**src/rtl/core/mbet_pkg.sv**
```systemverilog
`default_nettype none

package mbet_pkg;

    localparam int COORD_BITS = 12;
    localparam int FRAC_BITS  = 28;
    localparam int ITER_BITS  = 16;

    localparam int SIZE_BITS  = COORD_BITS + 1;
    localparam int Q_BITS     = FRAC_BITS + 4;
    localparam int PROD_BITS  = 2 * Q_BITS;
    localparam int NUM_BITS   = COORD_BITS + 2;
    localparam int QUO_BITS   = NUM_BITS + FRAC_BITS;
    localparam int STEP_BITS  = $clog2(QUO_BITS);
    localparam int SHADE_BITS = ITER_BITS + 5;

    localparam int CFG_ADDR_BITS = 2;
    localparam int CFG_DATA_BITS = (SIZE_BITS > ITER_BITS) ? SIZE_BITS : ITER_BITS;

    localparam int IN_FIELD_BITS  = 2 * COORD_BITS;
    localparam int IN_DATA_BITS   = ((IN_FIELD_BITS + 7) / 8) * 8;
    localparam int OUT_FIELD_BITS = 2 * COORD_BITS + ITER_BITS + SHADE_BITS;
    localparam int OUT_DATA_BITS  = ((OUT_FIELD_BITS + 7) / 8) * 8;

    localparam logic [CFG_ADDR_BITS-1:0] REG_IMAGE_WIDTH    = CFG_ADDR_BITS'(0);
    localparam logic [CFG_ADDR_BITS-1:0] REG_IMAGE_HEIGHT   = CFG_ADDR_BITS'(1);
    localparam logic [CFG_ADDR_BITS-1:0] REG_MAX_ITERATIONS = CFG_ADDR_BITS'(2);

    localparam logic [SIZE_BITS-1:0] WIDTH_RESET  = SIZE_BITS'(640);
    localparam logic [SIZE_BITS-1:0] HEIGHT_RESET = SIZE_BITS'(480);
    localparam logic [ITER_BITS-1:0] LIMIT_RESET  = ITER_BITS'(256);

    typedef struct packed {
        logic load;
        logic div_step;
        logic map;
        logic mul;
        logic update;
        logic out_load;
    } mbet_cmd_t;

    typedef struct packed {
        logic limit_hit;
        logic escaped;
    } mbet_sts_t;

endpackage

`default_nettype wire

```
**src/rtl/core/mbet_ctrl.sv**
```systemverilog
`default_nettype none

module mbet_ctrl (
    input  wire logic                  clk,
    input  wire logic                  rst_n,
    input  wire logic                  s_valid,
    output logic                       s_ready,
    input  wire logic                  out_free,
    input  wire mbet_pkg::mbet_sts_t   sts,
    output mbet_pkg::mbet_cmd_t        cmd
);
    import mbet_pkg::*;

    typedef enum logic [2:0] {
        S_IDLE,
        S_DIV,
        S_MAP,
        S_MUL,
        S_UPD,
        S_DONE
    } state_t;

    localparam logic [STEP_BITS-1:0] STEP_LAST = STEP_BITS'(QUO_BITS - 1);

    state_t               state_reg;
    state_t               state_next;
    logic [STEP_BITS-1:0] step_reg;
    logic [STEP_BITS-1:0] step_next;

    always_comb
    begin
        state_next = state_reg;
        step_next  = step_reg;
        cmd        = '0;
        s_ready    = 1'b0;
        unique case (state_reg)
            S_IDLE:
            begin
                s_ready = 1'b1;
                if (s_valid)
                begin
                    cmd.load   = 1'b1;
                    step_next  = '0;
                    state_next = S_DIV;
                end
            end
            S_DIV:
            begin
                cmd.div_step = 1'b1;
                step_next    = step_reg + STEP_BITS'(1);
                if (step_reg == STEP_LAST)
                    state_next = S_MAP;
            end
            S_MAP:
            begin
                cmd.map    = 1'b1;
                state_next = S_MUL;
            end
            S_MUL:
            begin
                if (sts.limit_hit)
                    state_next = S_DONE;
                else
                begin
                    cmd.mul    = 1'b1;
                    state_next = S_UPD;
                end
            end
            S_UPD:
            begin
                if (sts.escaped)
                    state_next = S_DONE;
                else
                begin
                    cmd.update = 1'b1;
                    state_next = S_MUL;
                end
            end
            S_DONE:
            begin
                if (out_free)
                begin
                    cmd.out_load = 1'b1;
                    state_next   = S_IDLE;
                end
            end
            default:
            begin
                state_next = S_IDLE;
            end
        endcase
    end

    always_ff @(posedge clk or negedge rst_n)
    begin
        if (!rst_n)
        begin
            state_reg <= S_IDLE;
            step_reg  <= '0;
        end
        else
        begin
            state_reg <= state_next;
            step_reg  <= step_next;
        end
    end

    a_cmd_onehot: assert property (@(posedge clk) disable iff (!rst_n)
        $onehot0(cmd))
        else $error("more than one datapath command at once");

    a_div_len: assert property (@(posedge clk) disable iff (!rst_n)
        (state_reg == S_DIV && step_reg == STEP_LAST) |=> (state_reg == S_MAP))
        else $error("divide did not end after the last quotient bit");

    a_step_range: assert property (@(posedge clk) disable iff (!rst_n)
        (state_reg == S_DIV) |-> (step_reg <= STEP_LAST))
        else $error("divide step count out of range");

    a_map_to_mul: assert property (@(posedge clk) disable iff (!rst_n)
        (state_reg == S_MAP) |=> (state_reg == S_MUL))
        else $error("iteration did not start after mapping");

    a_done_hold: assert property (@(posedge clk) disable iff (!rst_n)
        (state_reg == S_DONE && !out_free) |=> (state_reg == S_DONE && !cmd.load))
        else $error("result dropped while output stage full");

endmodule

`default_nettype wire

```
**config.mk**
```make
export PLATFORM = sky130hd
export DESIGN_NAME = mbet_ctrl
export DESIGN_NICKNAME = d
export VERILOG_FILES = /design/src/rtl/core/mbet_pkg.sv /design/src/rtl/core/mbet_ctrl.sv
export SDC_FILE = /design/constraint.sdc
export NUM_CORES = 1
export LEC_CHECK = 0
export ABC_CLOCK_PERIOD_IN_PS = 1600
export BUFFER_PORTS_ARGS = -buffer_cell sky130_fd_sc_hd__buf_4
export CAP_MARGIN = 40
export CELL_PAD_IN_SITES_DETAIL_PLACEMENT = 0
export CELL_PAD_IN_SITES_GLOBAL_PLACEMENT = 1
export CORE_MARGIN = 3
export CORE_UTILIZATION = 38
export DETAILED_ROUTE_END_ITERATION = 12
export GPL_TIMING_DRIVEN = 0
export PLACE_DENSITY_LB_ADDON = 0.1
export SLEW_MARGIN = 0
export SYNTH_ARGS = -nofsm -noshare
export SYNTH_HDL_FRONTEND = slang
export SYNTH_SLANG_ARGS = --single-unit
```
**constraint.sdc**
```tcl
create_clock -name clk -period 1.6 [get_ports clk]
set_input_delay 0.16 -clock clk [delete_from_list [all_inputs] [get_ports clk]]
set_output_delay 0.16 -clock clk [all_outputs]
set_load 0.1 [all_outputs]
```
==> results of run 1 <==
power by group through the flow:
stage | Sequential, mW | Combinational (mW) | Clock (mW)
final | 0.417 | 0.739 | 0.175
after global routing | 0.431 | 0.788 | 0.194
after CTS | 0.415 | 0.729 | 0.183
after detailed placement | 0.416 | 0.645 | 0
after global placement | 0.417 | 0.641 | 0
after floorplan | 0.393 | 0.531 | 0
area by class of cell:
class,count,area (um^2)
Fill cell,107,454
Sequential cell,9,229
Tap cell,15,18.8
Inverter,4,23.8
Clock buffer,4,26.3
Timing Repair Buffer,20,195
Multi-Input combinational cell,39,358
Buffer,2,28.8
path summary, 6_finish.rpt:
path                              start            to  slack, ns
min in group asynchronous         rst_n  state_reg[0]       0.25
max                        state_reg[0]        cmd[5]      -0.08
max reg2reg                state_reg[0]   step_reg[0]       0.20
min reg2reg                 step_reg[4]   step_reg[4]       0.50
min                              sts[0]  state_reg[2]       0.19
max in group asynchronous         rst_n  state_reg[2]       1.19
cell usage after synthesis:
| library cell | number |
|---|---|
| nor4b_2 | 1 |
| inv_1 | 3 |
| nand4b_1 | 1 |
| nor3_1 | 4 |
| clkinv_2 | 1 |
| a221o_1 | 1 |
| nand2_1 | 2 |
| nor2_1 | 2 |
| clkbuf_1 | 1 |
| o2bb2ai_1 | 1 |
| a22o_1 | 2 |
| and4b_1 | 1 |
| or3b_4 | 1 |
| nand4_1 | 2 |
| buf_2 | 2 |
| or4b_1 | 2 |
| nand3_1 | 1 |
| dfrtp_1 | 9 |
| ha_1 | 2 |
| o31ai_1 | 1 |
| a21oi_1 | 1 |
| nand2b_1 | 2 |
| nor3b_1 | 2 |
| a32o_1 | 1 |
| o21ai_0 | 1 |
| nand3b_1 | 1 |
| o21ai_1 | 2 |
| mux2_1 | 1 |
| and3_1 | 1 |
| mux2i_1 | 3 |
metal layers:
layer  up-vias  part of all wire
met1       225              0.50
met4         0                 0
met3         0             0.070
li1        259                 -
met2        16              0.43
met5         -                 0
logic make-up after synthesis:
logic type | count (synthesis) | synth area share
multiplexers | 4 | 0.0745
AO/OA/AOI/OAI | 10 | 0.133
buffers and inverters | 7 | 0.0542
AND/OR/NAND/NOR | 23 | 0.287
adder cells (fa/ha/maj) | 2 | 0.0451
flip-flops | 9 | 0.406
stage by stage:
step,setup TNS (ns),std cells,utilization
floorplan,-1.11,55,-
CTS,-0.124,88,0.620
finish,-0.0809,93,0.659
global placement,-0.00934,82,0.548
global route,-0.177,93,0.659
detailed placement,-0.0141,82,0.548
what timing repair did:
action | 4_1_cts | 5_1_grt
buffers inserted | 1 | 6
pin swaps | 1 | 3
endpoints found under the hold margin | 9 | 0
endpoints found under the setup margin | 5 | 6
gates cloned | 0 | 0
hold buffers | 1 | 0
resized for setup | 14 | 5
==> results, run 1 <==
- Of the total power, the clock network draws 0.131.
- The critical path's largest stage delay is 0.55 ns.
- The worst clock skew is 0.00979 ns.
- The later-pin clock latency in the skew report is 0.26 ns.
- The number of clock buffers added by TritonCTS is 3.
- The final reports fail on setup timing.
- The mapped netlist covers 554 um^2.
- The die covers 1950 um^2.
- The initial antenna violation count is 0.
- The floorplan has 13 rows.
- The buffer type at the clock tree root is clkbuf_4.
- The worst hold path passes through 2 cells.
- The wire length of the first global-routing pass is 1960 um.
- The clock drives 9 sinks.
- The top-level I/O count is 13.
- For met2 alone, demand over resource in global routing was 0.209.
- The share of final-layout standard cells stronger than drive strength 1 is 0.487.
- In the final design database the tool counted 87 nets.
- Yosys attributes the largest share of cell area to dfrtp_1 41%, mux2i_1 5.4%, ha_1 4.5%.
- The static leakage is 0.390 nW.
- At the end of routability-driven placement, the weighted congestion stood at 0.735.
- In the global route stage, met1 resource usage came out at 0.179.
- The largest buffer count on any clock path is 2.
- The max-slew violation total from the final report is 0.
- The via count of the first global-routing pass is 455.
- The portion of the post-synthesis area used by sequential elements is 0.406.
- For the pin with the worst max-slew slack, the measured transition is 0.280 ns.
- Once layout is done, the placed cells without fillers occupy 880 um^2.
- The power density relative to cell area is 1510 nW/um^2.
- The combinational share of power is 0.555.
- The most used routing layer in global routing is met2.
- The run finished, with violations left.
- The CTS tree is done.
- Entering global routing, the biggest net connects 11 pins.
- The worst setup path is of the flop to primary output kind.
- The top cell types in the final layout, fill and taps aside, are 13 x buf_4, 6 x dfrtp_1.
- The final critical path time including I/O delays and setup is 1.68 ns.
- The final total power is 1.33 mW.
- The post-synthesis net count is 63.
- Setup repair after global routing could not meet its margin everywhere.
- The iteration-0 DRC count of the detailed router is 7.
- Timing analysis after detailed placement gives a worst setup slack of -0.0141 ns.
- The commonest non-fill, non-tap cell in the layout is buf_4.
- The post-synthesis cell type count is 30.
- The Yosys warning count is 0.
- The share of total power dissipated in sequential elements is 0.313.
- The count of cell instances traversed by the critical path is 3.
- The placed instances occupy a cell area of 731 um^2.
- The width of the chip is 44.2 um.
- Walking the worst path, the cells encountered are or4b_4 > clkinvlp_4 > buf_12.
- The flip-flop count of the largest register after layout is 6.
- STA classifies the critical path startpoint as a flop.
- The estimated wirelength of the detail-placed design is 927 um.
- The maximum fanout encountered on the critical timing path is 4.
- The average routed wire per standard cell is 13.8 um.
- The detail route stage leaves a number of antenna-violating nets equal to 0.
- The dominant delay contributor by cell family on the critical path is simple AND/OR/NAND/NOR gates.
- For this run, the top clock speed supported by timing is 595 MHz.
- For the worst setup path, the data required time is 1.44 ns.
- The critical path's slowest cell is or4b_4.
- The element type at the critical path end is a primary output.
- The register bit total from synthesis is 9.
- The switching share of power is 0.459.
- The signed area change from the synthesized netlist to the final layout is 58.7%.
- The post-route worst setup slack is -0.0809 ns.
- The total core area is 1330 um^2.
- In this run the number of H-tree levels came out at 1.
- The synthesized area per cell is 10.1 um^2.
- Setup violations remaining at the end of the flow were counted as 1.
- The total global-route track usage is 0.135.
- The internal power of the cells totals 0.720 mW.
- For this run, the detailed router's first-pass iteration total came to 4.
- The number of I/O port buffers is 12.
- The hold violation count in the final report is 0.
- The worst hold slack is 0.185 ns.
- The biggest area contributor in the post-synthesis netlist is dfrtp_1.
- The path class of the tightest hold or removal check is primary input to flop.
- In the finished design, the share of the clock period the worst path needs comes to 1.05.
- Across the run, the number of max-cap violations was 0.
- The met3 routing resource usage after global routing is 0.0691.
- For this configuration, the core starts out at a cell density of 0.416.
- The analysis attributes to net switching a power of 0.611 mW.
- The buffer and inverter count on the worst path is 2.
- The worst slew margin relative to its limit is 0.815.
- The residual DRC count is 0.
- The worst register-to-register path has a depth of 4.
- Using the TritonRoute via totals, the vias-per-cell ratio works out to 5.38.
- The maximum ir drop on the vdd rail is 788 uV.
- The sum of routed wire length over all layers is 1280 um.
- Clock-pin slew was measured on the worst setup and hold paths at 0.06 ns.
- Data on the critical path arrives at its endpoint at 1.52 ns.
- The final global-route overflow total is 0.
- The antenna diode count is 0.
- The via count is 500.
- Of the post-synthesis cell area, the dominant cell type holds 0.406.
- From bottom edge to top edge, the die measures 44.2 um.
- Synthesis produced 55 cells.
Power figures use the tool's default switching activity.
==> inputs of run 2 (changes only) <==
Settings changed: ABC_CLOCK_PERIOD_IN_PS 1600 to 1700.
Clock period 1.6 ns to 1.7 ns, I/O delays scaled along.
==> results, run 2 (synthesized netlist as in run 1, its figures left out) <==
- The run finished with clean final reports.
- The worst clock skew is 0.00318 ns (-0.00661 ns).
- The hold violation count in the final report is 0 (unchanged).
- The signal on the critical path passes through or4b_4 > clkinvlp_4 > buf_12.
- The total of endpoints with negative setup slack in the final report was 0 (-1).
- The signed area change from the synthesized netlist to the final layout is 47.2%.
- The clock-pin slew on the worst setup and hold paths was 0.06 ns (about the same).
- The later-pin clock latency in the skew report is 0.26 ns (about the same).
- The sequential cell area in the final layout is 229 um^2 (unchanged).
- The total CTS buffers is 3 (unchanged).
- The achievable clock frequency is 589 MHz.
- The portion of the clock cycle consumed by the worst path in the final layout is 0.998.
- The initial antenna violation count is 0 (unchanged).
- The width of the chip was 44.2 um (unchanged).
- STA classifies the critical path startpoint as a flop.
- The share of final-layout standard cells stronger than drive strength 1 came to 0.432 (-0.0547).
- The sum of routed wire length over all layers is 1240 um (-3.0%).
- The data arrival time of the critical path is 1.53 ns (about the same).
- The total core area is 1330 um^2 (unchanged).
- The H-tree depth came to 1 (unchanged).
- The vertical die dimension is 44.2 um (unchanged).
- The largest buffer count on any clock path is 2 (unchanged).
- The placer congestion estimate is 0.754 (+2.5%).
- The via count of the first global-routing pass was 469 (+3.1%).
- The area of combinational cells with multiple inputs was 349 um^2 (-2.4%).
- The worst hold slack was 0.195 ns (+0.00986 ns).
- The register-to-register setup slack is 0.28 ns (+0.08 ns).
- The max-capacitance violation count came to 0 (unchanged).
- The via count was 492 (-1.6%).
- The data required time of the critical path is 1.53 ns (+0.09 ns).
- The maximum fanout encountered on the critical timing path is 5 (+1).
- The number of iterations in the first detailed-routing pass is 3 (-1).
- The slew at the pin closest to its max-slew limit came to 0.279 ns (-0.00158 ns).
- The residual DRC count is 0 (unchanged).
- The commonest non-fill, non-tap cell in the layout is buf_4.
- The top-level I/O count was 13 (unchanged).
- The worst setup path is captured at a primary output.
- The final layout net count was 83 (-4.6%).
- The maximum ir drop on the vdd rail was 967 uV (+23%).
- The number of filler cells placed in the layout is 129 (+21%).
- The die area is 1950 um^2 (unchanged).
- The critical path's largest stage delay is 0.56 ns (about the same).
- The number of I/O port buffers is 12 (unchanged).
- The wire length of the first global-routing pass is 2110 um (+7.8%).
- The max-slew violation total from the final report is 0 (unchanged).
- The library cells used most frequently in the layout, excluding fill and tap cells, are 10 x buf_4, 6 x dfrtp_1, 4 x clkbuf_4, 4 x buf_6.
- The starting density of the core was 0.416 (unchanged).
- The remaining number of nets flagged by the antenna check after routing was 0 (unchanged).
- The final global-route overflow total is 0 (unchanged).
- Setup repair after global routing could not meet its margin everywhere.
- The antenna diode count is 0 (unchanged).
- The CTS tree is done.
- The sum of negative setup slack came to 0 ns (+0.0809 ns).
- The worst setup path is of the flop to primary output kind.
- The critical path's slowest cell is or4b_4.
- The flip-flop count of the largest register after layout was 6 (unchanged).
- The path class of the tightest hold or removal check is primary input to flop.
- The power density relative to cell area is 1500 nW/um^2 (-1.1%).
- The maximum number of pins on one net before global-route repair is 11 (unchanged).
- The number of standard-cell rows in the floorplan was 13 (unchanged).
- The average routed wire per standard cell came to 13.9 um (+1.3%).
- The static leakage is 0.352 nW (-9.5%).
- The clock period could shrink to 1.70 ns.
- The clock sink count is 9 (unchanged).
- The estimated wirelength of the detail-placed design came to 921 um (-0.60%).
- The worst slew margin relative to its limit is 0.816 (+0.00105).
- The per-cell via count in the routed design is 5.53 (+2.8%).
- The total global-route track usage is 0.148 (+0.0128).
- In this run the clock root is driven by a clkbuf_4.
- The iteration-0 DRC count of the detailed router is 11 (+4).
[run 2: cell types whose count changed in the layout (fill, tap and decap cells not counted), sizes merged]
cell / before / now
clkbuf: 6 / 5
buf: 19 / 16
[run 2: critical path, delay by kind of cell, from the launching register on]
family / cells / cell delay, ns
simple gates: 1 / 0.56
flops: 1 / 0.44
buf+inv: 2 / 0.26
[run 2: worst paths after layout]
check	start	end	cells past startpoint
setup / recovery	state_reg[1]	cmd[5]	3
hold / removal	sts[0]	state_reg[2]	2
setup reg to reg	state_reg[1]	step_reg[0]	4
hold reg to reg	step_reg[5]	step_reg[5]	1
max in group asynchronous	rst_n	state_reg[2]	2
min in group asynchronous	rst_n	state_reg[0]	2
[run 2: what timing repair did]
action	CTS	global route
hold buffers	1	0
buffers inserted	1	1
endpoints found under the hold margin	9	0
endpoints found under the setup margin	2	6
pin swaps	1	1
gates resized for setup	6	5
[run 2: final cells by class]
| type | instances | area share |
|---|---|---|
| Tap cell | 15 | 0.0230 |
| Buffer | 3 | 0.0368 |
| Inverter | 4 | 0.0245 |
| Multi-Input combinational cell | 39 | 0.428 |
| Sequential cell | 9 | 0.281 |
| Clock buffer | 4 | 0.0322 |
| Timing Repair Buffer | 15 | 0.175 |
[run 2: layer usage]
layer / GRT usage / vias up / routed length [um]
li1: - / 246 / -
met1: 0.210 / 233 / 618
met2: 0.206 / 13 / 541
met3: 0.0732 / 0 / 80
met4: 0.0181 / 0 / 0
met5: 0 / - / 0
[run 2: through the flow]
stage	std cells	util	cell area, um^2	setup slack (ns)	power (mW)
after floorplan	55	-	621	-0.243	0.870
after detailed placement	82	0.547	729	0.0745	1.00
after global placement	82	0.547	729	0.0758	0.998
final	89	0.612	816	0.00325	1.22
after CTS	88	0.596	795	-0.0280	1.21
after global routing	89	0.612	816	-0.0623	1.31
[run 2: power breakdown]
group / total (mW) / switching, mW / internal (mW) / leakage (nW)
Combinational: 0.665 / 0.399 / 0.266 / 0.228
Clock: 0.162 / 0.0717 / 0.0903 / 0.0150
Sequential: 0.394 / 0.0966 / 0.297 / 0.109
